[src/rtl/dcp_pkg.sv]
package dcp_pkg;

  // Default coordinate width; offsets carry one more bit.
  localparam int COORD_WIDTH_DEF = 12;

  localparam int SCALE_W = 12;
  localparam int COLOR_W = 32;
  localparam int GRAY_W  = 8;

  // Configuration port geometry: two registers on a 32-bit data port at byte addresses 0 and 4.
  localparam int CFG_DATA_W = 32;
  localparam int CFG_ADDR_W = 3;
  localparam int REG_IDX_W  = 1;
  localparam logic [REG_IDX_W-1:0] REG_CELL_SCALE = 1'b0;
  localparam logic [REG_IDX_W-1:0] REG_DIST_EN    = 1'b1;

  localparam logic [SCALE_W-1:0] SCALE_RESET = SCALE_W'(1);

  // Luma weights in thousandths.
  localparam int WSUM_W = 18;
  localparam logic [WSUM_W-1:0] LUMA_R = WSUM_W'(299);
  localparam logic [WSUM_W-1:0] LUMA_G = WSUM_W'(587);
  localparam logic [WSUM_W-1:0] LUMA_B = WSUM_W'(114);

  // Division by 1000 as a multiply by ceil(2^28 / 1000); exact for sums below 2^18.
  localparam int RECIP_W     = 19;
  localparam int RECIP_SHIFT = 28;
  localparam logic [RECIP_W-1:0] RECIP_M = RECIP_W'(268436);
  localparam int PROD_W      = WSUM_W + RECIP_W;

  typedef struct packed {
    logic [SCALE_W-1:0] cell_scale;
    logic               dist_en;
  } cfg_t;

  typedef struct packed {
    logic [COLOR_W-1:0] first_color;
    logic [COLOR_W-1:0] second_color;
  } color_pair_t;

endpackage

[src/rtl/dcp_if.sv]
interface dcp_in_if #(
  parameter int COORD_WIDTH = dcp_pkg::COORD_WIDTH_DEF
);
  logic                          valid;
  logic                          ready;
  logic [COORD_WIDTH-1:0]        pixel_x;
  logic [COORD_WIDTH-1:0]        pixel_y;
  logic signed [COORD_WIDTH:0]   offset_x;
  logic signed [COORD_WIDTH:0]   offset_y;
  logic [dcp_pkg::COLOR_W-1:0]   first_color;
  logic [dcp_pkg::COLOR_W-1:0]   second_color;

  modport source (
    output valid, pixel_x, pixel_y, offset_x, offset_y, first_color, second_color,
    input  ready
  );
  modport sink (
    input  valid, pixel_x, pixel_y, offset_x, offset_y, first_color, second_color,
    output ready
  );
endinterface

interface dcp_out_if;
  logic                        valid;
  logic                        ready;
  logic [dcp_pkg::COLOR_W-1:0] color_out;
  logic [dcp_pkg::GRAY_W-1:0]  gray_out;

  modport source (output valid, color_out, gray_out, input ready);
  modport sink (input valid, color_out, gray_out, output ready);
endinterface

[src/rtl/dcp_cfg_regs.sv]
module dcp_cfg_regs (
  input  logic                           clk,
  input  logic                           rst_n,
  input  logic                           psel,
  input  logic                           penable,
  input  logic                           pwrite,
  input  logic [dcp_pkg::CFG_ADDR_W-1:0] paddr,
  input  logic [dcp_pkg::CFG_DATA_W-1:0] pwdata,
  output logic [dcp_pkg::CFG_DATA_W-1:0] prdata,
  output logic                           pready,
  output dcp_pkg::cfg_t                  cfg
);
  import dcp_pkg::*;

  logic [REG_IDX_W-1:0] idx;
  logic                 wr_en;
  logic [SCALE_W-1:0]   scale_r, scale_nxt;
  logic                 dist_en_r, dist_en_nxt;

  assign pready = 1'b1;
  assign idx    = paddr[CFG_ADDR_W-1:2];
  assign wr_en  = psel && penable && pwrite && pready;

  always_comb begin
    scale_nxt   = scale_r;
    dist_en_nxt = dist_en_r;
    if (wr_en) begin
      case (idx)
        REG_CELL_SCALE: begin
          // A zero scale is held at one.
          scale_nxt = (pwdata[SCALE_W-1:0] == '0) ? SCALE_RESET : pwdata[SCALE_W-1:0];
        end
        REG_DIST_EN: begin
          dist_en_nxt = pwdata[0];
        end
        default: begin
        end
      endcase
    end
  end

  always_ff @(posedge clk) begin
    if (!rst_n) begin
      scale_r   <= SCALE_RESET;
      dist_en_r <= 1'b0;
    end else begin
      scale_r   <= scale_nxt;
      dist_en_r <= dist_en_nxt;
    end
  end

  always_comb begin
    case (idx)
      REG_CELL_SCALE: prdata = CFG_DATA_W'(scale_r);
      REG_DIST_EN:    prdata = CFG_DATA_W'(dist_en_r);
      default:        prdata = '0;
    endcase
  end

  assign cfg.cell_scale = scale_r;
  assign cfg.dist_en    = dist_en_r;

endmodule

[src/rtl/dcp_parity_pipe.sv]
module dcp_parity_pipe #(
  parameter int COORD_WIDTH = dcp_pkg::COORD_WIDTH_DEF
) (
  input  logic                        clk,
  input  logic                        rst_n,
  input  logic                        en,
  input  logic                        in_valid,
  input  logic [COORD_WIDTH-1:0]      pixel_x,
  input  logic [COORD_WIDTH-1:0]      pixel_y,
  input  logic signed [COORD_WIDTH:0] offset_x,
  input  logic signed [COORD_WIDTH:0] offset_y,
  input  dcp_pkg::color_pair_t        colors_in,
  input  dcp_pkg::cfg_t               cfg,
  output logic                        out_valid,
  output logic                        out_parity,
  output dcp_pkg::color_pair_t        colors_out
);
  import dcp_pkg::*;

  localparam int SUM_W = COORD_WIDTH + 2;
  localparam int MAG_W = COORD_WIDTH + 1;
  localparam int NSTG  = MAG_W;
  localparam int REM_W = SCALE_W;

  // Index 0 is the front stage; stages 1..NSTG each resolve one quotient bit.
  logic [NSTG:0]      valid_r;
  color_pair_t        colors_r [NSTG+1];
  logic [MAG_W-1:0]   mag_r    [NSTG+1][2];
  logic [REM_W-1:0]   rem_r    [NSTG+1][2];
  logic               neg_r    [NSTG+1][2];
  logic               qbit_r   [NSTG+1][2];

  logic signed [SUM_W-1:0] sum [2];
  logic signed [SUM_W-1:0] sum_neg [2];
  logic [COORD_WIDTH-1:0]  coord [2];
  logic [COORD_WIDTH:0]    offs  [2];

  assign coord[0] = pixel_x;
  assign coord[1] = pixel_y;
  assign offs[0]  = offset_x;
  assign offs[1]  = offset_y;

  for (genvar a = 0; a < 2; a++) begin : g_front
    always_comb begin
      sum[a] = $signed({2'b00, coord[a]});
      if (cfg.dist_en) begin
        sum[a] = sum[a] + $signed({offs[a][COORD_WIDTH], offs[a]});
      end
      sum_neg[a] = -sum[a];
    end

    always_ff @(posedge clk) begin
      if (en) begin
        neg_r[0][a]  <= sum[a][SUM_W-1];
        mag_r[0][a]  <= sum[a][SUM_W-1] ? sum_neg[a][MAG_W-1:0] : sum[a][MAG_W-1:0];
        rem_r[0][a]  <= '0;
        qbit_r[0][a] <= 1'b0;
      end
    end
  end

  always_ff @(posedge clk) begin
    if (!rst_n) begin
      valid_r[0] <= 1'b0;
    end else if (en) begin
      valid_r[0] <= in_valid;
    end
  end

  always_ff @(posedge clk) begin
    if (en) begin
      colors_r[0] <= colors_in;
    end
  end

  // Restoring division of the magnitude by the cell scale, one bit per stage.
  for (genvar k = 1; k <= NSTG; k++) begin : g_stage
    for (genvar a = 0; a < 2; a++) begin : g_axis
      logic [REM_W:0] trial;
      logic [REM_W:0] diff;
      logic           ge;

      always_comb begin
        trial = {rem_r[k-1][a], mag_r[k-1][a][MAG_W-1]};
        diff  = trial - {1'b0, cfg.cell_scale};
        ge    = trial >= {1'b0, cfg.cell_scale};
      end

      always_ff @(posedge clk) begin
        if (en) begin
          rem_r[k][a]  <= ge ? diff[REM_W-1:0] : trial[REM_W-1:0];
          mag_r[k][a]  <= mag_r[k-1][a] << 1;
          neg_r[k][a]  <= neg_r[k-1][a];
          qbit_r[k][a] <= ge;
        end
      end
    end

    always_ff @(posedge clk) begin
      if (!rst_n) begin
        valid_r[k] <= 1'b0;
      end else if (en) begin
        valid_r[k] <= valid_r[k-1];
      end
    end

    always_ff @(posedge clk) begin
      if (en) begin
        colors_r[k] <= colors_r[k-1];
      end
    end
  end

  // Floor quotient of a negative sum with a remainder is -(t+1): its parity flips.
  logic par_x, par_y;
  assign par_x = qbit_r[NSTG][0] ^ (neg_r[NSTG][0] & (|rem_r[NSTG][0]));
  assign par_y = qbit_r[NSTG][1] ^ (neg_r[NSTG][1] & (|rem_r[NSTG][1]));

  assign out_valid  = valid_r[NSTG];
  assign out_parity = par_x ^ par_y;
  assign colors_out = colors_r[NSTG];

endmodule

[src/rtl/dcp_luma_out.sv]
module dcp_luma_out (
  input  logic                        clk,
  input  logic                        rst_n,
  input  logic                        en,
  input  logic                        in_valid,
  input  logic                        parity,
  input  dcp_pkg::color_pair_t        colors,
  output logic                        out_valid,
  output logic [dcp_pkg::COLOR_W-1:0] color_out,
  output logic [dcp_pkg::GRAY_W-1:0]  gray_out
);
  import dcp_pkg::*;

  logic [COLOR_W-1:0] sel_color;
  logic [WSUM_W-1:0]  wsum;
  logic               sel_valid_r;
  logic [COLOR_W-1:0] sel_color_r;
  logic [WSUM_W-1:0]  wsum_r;
  logic [PROD_W-1:0]  prod;
  logic               out_valid_r;
  logic [COLOR_W-1:0] color_r;
  logic [GRAY_W-1:0]  gray_r;

  always_comb begin
    sel_color = parity ? colors.second_color : colors.first_color;
    wsum = WSUM_W'(sel_color[31:24]) * LUMA_R
         + WSUM_W'(sel_color[23:16]) * LUMA_G
         + WSUM_W'(sel_color[15:8])  * LUMA_B;
  end

  assign prod = PROD_W'(wsum_r) * PROD_W'(RECIP_M);

  always_ff @(posedge clk) begin
    if (!rst_n) begin
      sel_valid_r <= 1'b0;
      out_valid_r <= 1'b0;
    end else if (en) begin
      sel_valid_r <= in_valid;
      out_valid_r <= sel_valid_r;
    end
  end

  always_ff @(posedge clk) begin
    if (en) begin
      sel_color_r <= sel_color;
      wsum_r      <= wsum;
      color_r     <= sel_color_r;
      gray_r      <= prod[RECIP_SHIFT +: GRAY_W];
    end
  end

  assign out_valid = out_valid_r;
  assign color_out = color_r;
  assign gray_out  = gray_r;

endmodule

[src/rtl/distorted_checker_pixel.sv]
// Distorted checkerboard pixel generator.
// Input channel in_ch carries one pixel word: coordinates, a signed distortion
// offset and two RGBA colors. Output channel out_ch carries one result word per
// input word: the chosen color and its truncated luma. Both use valid/ready; a
// word moves at a clock edge where valid and ready are both high.
// The APB-style port sets the cell scale (byte address 0) and the distortion
// enable (byte address 4). Change them only while the pipeline is empty.
// One stage forms the distorted coordinates, COORD_WIDTH + 1 stages run a
// restoring division one quotient bit each, one stage selects the color and
// weights the channels, and the output register applies the divide by 1000.
// Throughput is one word per clock. When the receiver holds ready low while a
// result waits, the whole pipeline holds and in_ch.ready drops; every stage
// keeps its word until the result is taken, so nothing is lost or repeated.
// Synchronous reset clears all valid bits, sets the scale to 1 and turns
// distortion off.
module distorted_checker_pixel #(
  parameter int COORD_WIDTH = dcp_pkg::COORD_WIDTH_DEF
) (
  input  logic                           clk,
  input  logic                           rst_n,
  dcp_in_if.sink                         in_ch,
  dcp_out_if.source                      out_ch,
  input  logic                           cfg_psel,
  input  logic                           cfg_penable,
  input  logic                           cfg_pwrite,
  input  logic [dcp_pkg::CFG_ADDR_W-1:0] cfg_paddr,
  input  logic [dcp_pkg::CFG_DATA_W-1:0] cfg_pwdata,
  output logic [dcp_pkg::CFG_DATA_W-1:0] cfg_prdata,
  output logic                           cfg_pready
);
  import dcp_pkg::*;

  cfg_t        cfg;
  color_pair_t colors_in;
  color_pair_t colors_mid;
  logic        mid_valid;
  logic        mid_parity;
  logic        en;

  // The pipeline advances unless a finished result is waiting on the receiver.
  assign en          = !out_ch.valid || out_ch.ready;
  assign in_ch.ready = en;

  assign colors_in.first_color  = in_ch.first_color;
  assign colors_in.second_color = in_ch.second_color;

  dcp_cfg_regs u_cfg (
    .clk     (clk),
    .rst_n   (rst_n),
    .psel    (cfg_psel),
    .penable (cfg_penable),
    .pwrite  (cfg_pwrite),
    .paddr   (cfg_paddr),
    .pwdata  (cfg_pwdata),
    .prdata  (cfg_prdata),
    .pready  (cfg_pready),
    .cfg     (cfg)
  );

  // Cell index parity of both axes from the floor-divided coordinates.
  dcp_parity_pipe #(
    .COORD_WIDTH (COORD_WIDTH)
  ) u_parity (
    .clk        (clk),
    .rst_n      (rst_n),
    .en         (en),
    .in_valid   (in_ch.valid),
    .pixel_x    (in_ch.pixel_x),
    .pixel_y    (in_ch.pixel_y),
    .offset_x   (in_ch.offset_x),
    .offset_y   (in_ch.offset_y),
    .colors_in  (colors_in),
    .cfg        (cfg),
    .out_valid  (mid_valid),
    .out_parity (mid_parity),
    .colors_out (colors_mid)
  );

  // Color choice and luma, ending in the output register.
  dcp_luma_out u_luma (
    .clk       (clk),
    .rst_n     (rst_n),
    .en        (en),
    .in_valid  (mid_valid),
    .parity    (mid_parity),
    .colors    (colors_mid),
    .out_valid (out_ch.valid),
    .color_out (out_ch.color_out),
    .gray_out  (out_ch.gray_out)
  );

endmodule
[src/flat_wrapper.sv]
// flat-port wrapper written by rule: the top's interface ports become plain ports
module distorted_checker_pixel_flat import dcp_pkg::*;
#(
  parameter int COORD_WIDTH = dcp_pkg::COORD_WIDTH_DEF
)
  (clk, rst_n, cfg_psel, cfg_penable, cfg_pwrite, cfg_paddr, cfg_pwdata, cfg_prdata, cfg_pready, in_ch_valid, in_ch_pixel_x, in_ch_pixel_y, in_ch_offset_x, in_ch_offset_y, in_ch_first_color, in_ch_second_color, in_ch_ready, out_ch_valid, out_ch_color_out, out_ch_gray_out, out_ch_ready);
  dcp_in_if #(.COORD_WIDTH(COORD_WIDTH)) in_ch_i ();
  dcp_out_if out_ch_i ();
  input  logic clk;
  input  logic rst_n;
  input  logic cfg_psel;
  input  logic cfg_penable;
  input  logic cfg_pwrite;
  input  logic [dcp_pkg::CFG_ADDR_W-1:0] cfg_paddr;
  input  logic [dcp_pkg::CFG_DATA_W-1:0] cfg_pwdata;
  output logic [dcp_pkg::CFG_DATA_W-1:0] cfg_prdata;
  output logic cfg_pready;
  input wire logic [$bits(in_ch_i.valid)-1:0] in_ch_valid;
  input wire logic [$bits(in_ch_i.pixel_x)-1:0] in_ch_pixel_x;
  input wire logic [$bits(in_ch_i.pixel_y)-1:0] in_ch_pixel_y;
  input wire logic [$bits(in_ch_i.offset_x)-1:0] in_ch_offset_x;
  input wire logic [$bits(in_ch_i.offset_y)-1:0] in_ch_offset_y;
  input wire logic [$bits(in_ch_i.first_color)-1:0] in_ch_first_color;
  input wire logic [$bits(in_ch_i.second_color)-1:0] in_ch_second_color;
  output wire logic [$bits(in_ch_i.ready)-1:0] in_ch_ready;
  output wire logic [$bits(out_ch_i.valid)-1:0] out_ch_valid;
  output wire logic [$bits(out_ch_i.color_out)-1:0] out_ch_color_out;
  output wire logic [$bits(out_ch_i.gray_out)-1:0] out_ch_gray_out;
  input wire logic [$bits(out_ch_i.ready)-1:0] out_ch_ready;
  assign in_ch_i.valid = in_ch_valid;
  assign in_ch_i.pixel_x = in_ch_pixel_x;
  assign in_ch_i.pixel_y = in_ch_pixel_y;
  assign in_ch_i.offset_x = in_ch_offset_x;
  assign in_ch_i.offset_y = in_ch_offset_y;
  assign in_ch_i.first_color = in_ch_first_color;
  assign in_ch_i.second_color = in_ch_second_color;
  assign in_ch_ready = in_ch_i.ready;
  assign out_ch_valid = out_ch_i.valid;
  assign out_ch_color_out = out_ch_i.color_out;
  assign out_ch_gray_out = out_ch_i.gray_out;
  assign out_ch_i.ready = out_ch_ready;
  distorted_checker_pixel #(.COORD_WIDTH(COORD_WIDTH)) u_core (.clk(clk), .rst_n(rst_n), .in_ch(in_ch_i), .out_ch(out_ch_i), .cfg_psel(cfg_psel), .cfg_penable(cfg_penable), .cfg_pwrite(cfg_pwrite), .cfg_paddr(cfg_paddr), .cfg_pwdata(cfg_pwdata), .cfg_prdata(cfg_prdata), .cfg_pready(cfg_pready));
endmodule
[config.mk]
export PLATFORM = sky130hd
export DESIGN_NAME = distorted_checker_pixel_flat
export DESIGN_NICKNAME = d
export VERILOG_FILES = /design/src/rtl/dcp_pkg.sv /design/src/rtl/dcp_if.sv /design/src/rtl/dcp_cfg_regs.sv /design/src/rtl/dcp_parity_pipe.sv /design/src/rtl/dcp_luma_out.sv /design/src/rtl/distorted_checker_pixel.sv /design/src/flat_wrapper.sv
export SDC_FILE = /design/constraint.sdc
export NUM_CORES = 2
export LEC_CHECK = 0
export BUFFER_PORTS_ARGS = -buffer_cell sky130_fd_sc_hd__buf_2
export CORE_AREA = 2 2 343 345
export DETAILED_ROUTE_END_ITERATION = 7
export DIE_AREA = 0 0 345 347
export HOLD_SLACK_MARGIN = 0.1
export PLACE_DENSITY_LB_ADDON = 0.15
export SYNTH_ARGS = -nofsm -noshare
export SYNTH_HDL_FRONTEND = slang
export SYNTH_SLANG_ARGS = --single-unit
export TNS_END_PERCENT = 30
[constraint.sdc]
create_clock -name clk -period 72.9 [get_ports clk]
set_clock_uncertainty 0.2 [all_clocks]
set_input_delay 10.935 -clock clk [delete_from_list [all_inputs] [get_ports clk]]
set_output_delay 10.935 -clock clk [all_outputs]
set_load 0.02 [all_outputs]
## Yosys cells after proc, flatten, opt, wreduce, memory -nomap -nowiden

Memories as Yosys holds them, arrays and structs flattened.
Index checks and enable logic that the tools add are counted.

| word-level totals | value |
|---|---|
| input port bits | 156 |
| bits in latches | 0 |
| bits in writable memories | 1,652 |
| memories | 5 |
| flip-flop bits (word level) | 119 |
| output and inout bits | 75 |
| memory bits (read-only) | 0 |
| word-level logic and storage cells | 139 |

Memory list:

| name | depth | width | read ports | clocked after Yosys merged registers in | wr ports | RTL line | text |
|---|---|---|---|---|---|---|---|
| u_core.u_parity.colors_r | 14 | 64 | 14 | 0 | 14 | dcp_parity_pipe.sv:27 | `color_pair_t colors_r [NSTG+1];` |
| u_core.u_parity.mag_r | 14 | 26 | 13 | 0 | 14 | dcp_parity_pipe.sv:28 | `logic [MAG_W-1:0] mag_r [NSTG+1][2];` |
| u_core.u_parity.rem_r | 14 | 24 | 14 | 0 | 14 | dcp_parity_pipe.sv:29 | `logic [REM_W-1:0] rem_r [NSTG+1][2];` |
| u_core.u_parity.neg_r | 14 | 2 | 14 | 0 | 14 | dcp_parity_pipe.sv:30 | `logic neg_r [NSTG+1][2];` |
| u_core.u_parity.qbit_r | 14 | 2 | 1 | 0 | 14 | dcp_parity_pipe.sv:31 | `logic qbit_r [NSTG+1][2];` |

| operators by class | value |
|---|---|
| multiply operators | 4 |
| $lt $le $gt $ge | 26 |
| reduce and logical (&&, ||, !) cells | 9 |
| equality and inequality tests | 0 |
| shifts and indexed selects | 0 |
| mux-type cells | 35 |
| add/subtract/negate cells | 32 |
| div/mod/pow operators | 0 |
| bitwise operators | 6 |

Operator list:

| operator | count |
|---|---|
| greater-or-equal comparator 13 x 12 -> 1 bit | 26 |
| two-way mux 12 bit | 27 |
| subtractor 12 bit | 26 |
| one-hot mux 32 bit (2 select lines) | 1 |
| multiplier 18 x 17 -> 34 bit, second input constant | 1 |
| two-way mux 32 bit | 1 |
| adder 13 x 13 -> 14 bit | 2 |
| two-way mux 14 bit | 2 |
| two-way mux 13 bit | 2 |
| negator 13 bit | 2 |
| OR reduction 12 bit | 2 |
| adder 17 x 18 -> 18 bit | 1 |
| adder 18 x 15 -> 18 bit | 1 |
| multiplier 8 x 10 -> 18 bit, second input constant | 1 |
| multiplier 8 x 9 -> 17 bit, second input constant | 1 |
| multiplier 8 x 6 -> 14 bit, second input constant | 1 |
| zero test 12 bit | 1 |
| AND reduction 2 bit | 2 |
| XOR 1 bit | 3 |
| AND 1 bit | 2 |
| logical AND 1 bit | 2 |
| two-way mux 1 bit | 2 |
| zero test 1 bit | 1 |
| logical OR 1 bit | 1 |
| NOT 1 bit | 1 |

## Logic depth before layout (Yosys ltp)

An unclocked memory read counts as a cell.

| logic depth | value |
|---|---|
| depth after elaboration | 9 |
| gate-level depth with buffers | 33 |
| depth with buffers taken out | 33 |

## Hierarchy

From an unflattened synthesis, not the netlist that was laid out.

| second synthesis, totals | value |
|---|---|
| cell total of the unflattened synthesis | 4,851 |
| area, all modules | 72,987.5 µm² |

By module, submodules not included:

| module | seq. area each (µm²) | instances | cells each | area each (µm²) |
|---|---|---|---|---|
| dcp_parity_pipe | 42,921.2 | 1 | 3,799 | 61,363.9 |
| dcp_luma_out | 2,742.6 | 1 | 952 | 10,806.6 |
| dcp_cfg_regs | 260.2 | 1 | 99 | 810.8 |
| distorted_checker_pixel | 0.0 | 1 | 1 | 6.3 |

## Worst setup path before layout

OpenSTA, ideal clock, no wires.

| timing path | value |
|---|---|
| path type | input to output |
| start point | input out_ch_ready |
| end point | output in_ch_ready |
| buffers on the path | 2 |
| arrival | 52.150 ns |
| slack | 9.615 ns |
| stages on the path | 4 |
| required time | 61.765 ns |
| path through | nor2b_1 -> clkbuf_1 -> inv_1 -> clkbuf_1 |

| on the way | value |
|---|---|
| cells in the longest elaborated chain, start to end | 1 |

Ends and longest elaborated chain:

| element | RTL line | text |
|---|---|---|
| start: declaration | flat_wrapper.sv:29 | `input wire logic [$bits(out_ch_i.ready)-1:0] out_ch_ready;` |
| logical OR 1 bit | distorted_checker_pixel.sv:41 | `assign en = !out_ch.valid \|\| out_ch.ready;` |
| end: declaration | flat_wrapper.sv:25 | `output wire logic [$bits(in_ch_i.ready)-1:0] in_ch_ready;` |

No other way between the ends.

## Final worst setup path

Same ends and word-level chain as after synthesis.

==> flow_metrics.py <==
metrics = {
    "global_route": {
        "antenna_found_initial": 4,
        "grt_max_degree": 193,
        "grt_pass1_wl_um": 206000,
        "grt_use_total_pct": 21.6,
        "grt_pass1_vias": 40197,
        "grt_overflow_total": 0,
    },
    "detailed_routing": {
        "drtAntennaViolNets": 0,
        "wirelength_um": 128000,
        "dr.pass1.iters": 5,
        "avgRoutedWirePerCell_um": 18.4,
        "post-route-drc-count": 0,
        "vias": 39382,
        "viasPerCell": 5.67,
        "dr.first_iter.drc_count": 2545,
    },
    "place": {
        "port_buffers": 187,
        "gp_congestion": 0.908,
        "numPlacedInstances": 6662,
        "dp_hpwl_um": 81000,
    },
    "clock_tree": {
        "cts-root-buf": "clkbuf_16",
        "ctsHtreeMaxLevel": 4,
        "clockBufferDepth": 3,
        "post-cts-setup-buffer-count": 0,
        "cts_hold_buffers": 0,
        "path_clk_slew_ns": 0.06,
        "cts_tree": "done",
        "clock_latency_ns": 0.77,
        "numCtsBuffers": 156,
        "clock_sinks": 1539,
        "cts_resized": 0,
    },
    "logic_synthesis": {
        "ys_seq_area_share_pct": 63.3,
        "synth_edf_count": 1510,
        "avgSynthCellArea_sq_um": 14.6,
        "synth.ff_latch_count": 1539,
        "syn_area_sq_um": 72600,
        "ys_async_sr_fraction_pct": 0,
        "synth_warnings": 0,
        "syn-instance-count": 4959,
        "synth_top_flop_cell": "edfxtp_1",
        "synth.distinct_cells": 74,
    },
    "sta": {
        "tns_ns": 0,
        "report.final.slew_viol_count": 0,
        "hold_viol_final": 0,
        "setup_viol": 0,
        "fmax_mhz": 42.8,
        "whs_ns": 0.174,
        "slew_headroom_pct": 20.1,
        "worst_pin_slew_ns": 1.19,
        "period_minus_slack_ns": 23.34,
        "rsz0062_at_grt": "no",
        "period_share_pct": 32.0,
    },
    "min_path": {
        "hold_depth": 0,
        "worstHoldPathType": "flip-flop to flip-flop",
    },
    "floorplan": {
        "core_sq_um": 116000,
        "dieArea_sq_um": 120000,
        "die_w_um": 345,
        "core.rowCount": 125,
        "start_util_pct": 62.7,
        "dieHeight_um": 347,
        "io_pins": 231,
    },
    "layout": {
        "stdcell_count": 6950,
        "finish.net_count": 6160,
        "fillers": 7667,
        "area_growth_pct": 11.2,
        "layout-drive-gt1-share_pct": 13.1,
        "fin_util_pct": 69.7,
        "antenna_cells": 0,
    },
    "setup_path": {
        "reg2reg_depth": 34,
        "start_kind": "input port",
        "critPathMaxFanout": 120,
        "critical_path_class": "input port to output pin",
        "required_ns": 61.77,
        "arrival_ns": 12.21,
        "end_kind": "output pin",
    },
    "outcome": {
        "run_status": "completed",
    },
    "job": {
        "drv_cap": 0,
    },
}
-- metal layers --
layer / up-vias / part of all wire (%) / track usage, %
met4: 6 / 2.3 / 6.23
li1: 19179 / - / -
met3: 220 / 3.9 / 3.12
met2: 840 / 51 / 38.1
met1: 19137 / 43 / 27.9
met5: - / 0.030 / 0
-- through the flow --
| stage | area [sq um] | setup WS [ns] |
|---|---|---|
| 2_1_floorplan | 72600 | 9.61 |
| 3_3_place_gp | 75500 | 49.56 |
| 3_5_place_dp | 75500 | 49.55 |
| 4_1_cts | 80700 | 49.56 |
| 5_1_grt | 80700 | 49.45 |
| 6_report | 80700 | 49.56 |
-- registers in the layout (all words and copies together) (netlist names), 2 cells and up --
register                   count
u_core.u_luma.color_out       32
u_core.u_parity.valid_r       13
u_core.u_parity.neg_r         28
u_core.u_cfg.scale_r          12
u_core.u_parity.colors_r     896
u_core.u_parity.mag_r        182
u_core.u_parity.qbit_r         2
u_core.u_luma.sel_color_r     32
u_core.u_luma.wsum_r          18
u_core.u_parity.rem_r        312
u_core.u_luma.gray_out         8
-- placed cells by master (no fill, tap or decap), drive strengths merged, types with 81 or more instances in the layout --
| master | instances |
|---|---|
| nand4 | 89 |
| edfxtp | 1510 |
| a21oi | 200 |
| buf | 237 |
| nand2 | 215 |
| nor2b | 81 |
| nor3 | 88 |
| mux2 | 216 |
| inv | 448 |
| o21ai | 151 |
| ha | 567 |
| nor2 | 207 |
| clkbuf | 193 |
| fa | 141 |
| xnor2 | 178 |
-- critical path: stages --
cell     delay (ns)
buf_2          0.10
nor2b_1        0.04
buf_4          0.20
inv_8          0.58
buf_2          0.30
-- layout make-up --
cell class | count | area [sq um] | share of cell area [%]
repair buffers | 237 | 1350 | 1.67
well taps | 1524 | 1910 | 2.36
clock inverters | 95 | 1070 | 1.33
flip-flops and latches | 1539 | 45900 | 56.9
inverters | 444 | 1670 | 2.08
clock buffers | 193 | 4080 | 5.06
multi-input cells | 2918 | 24700 | 30.6
-- cell usage after synthesis, drive strengths merged, types with 25 or more instances --
library cell	n	area [sq um]
a21boi	53	398
mux2	216	2430
or3	31	194
nand4	89	557
xor2	61	534
mux2i	76	761
a2111oi	31	272
fa	141	2820
o21bai	33	248
edfxtp	1510	45300
and2	25	156
inv	444	1670
a21o	77	579
o31ai	27	203
buf	45	277
clkbuf	32	120
xnor2	178	1560
nor3	88	440
a21oi	200	1010
and3	46	288
nor2b	81	507
a211oi	49	378
nor2	207	777
dfxtp	29	581
nand2	215	807
nand2b	32	200
o21ai	151	759
o21a	26	196
nand3	51	255
ha	567	7090
-- final timing paths --
path	startpoint	endpoint	slack [ns]
worst max-delay path	out_ch_ready	in_ch_ready	49.56
worst min-delay path	u_core.u_parity.colors_r[12][46]	u_core.u_parity.colors_r[13][46]	0.17
worst max register to register	u_core.u_parity.rem_r[6][42]	u_core.u_luma.wsum_r[17]	64.15
worst min register to register	u_core.u_parity.colors_r[12][46]	u_core.u_parity.colors_r[13][46]	0.17
-- logic make-up after synthesis --
| group | after synthesis | share of synthesized area, % |
|---|---|---|
| buffers and inverters | 521 | 2.84 |
| other | 2 | 0.0103 |
| adder cells (fa/ha/maj) | 708 | 13.7 |
| AND/OR/NAND/NOR | 923 | 6.35 |
| flip-flops | 1539 | 63.3 |
| multiplexers | 292 | 4.40 |
| AO/OA/AOI/OAI | 735 | 6.56 |
| XOR/XNOR | 239 | 2.88 |
Power is not shown: default switching activity piles up to over one toggle a cycle in this logic, so the estimate is an artifact.
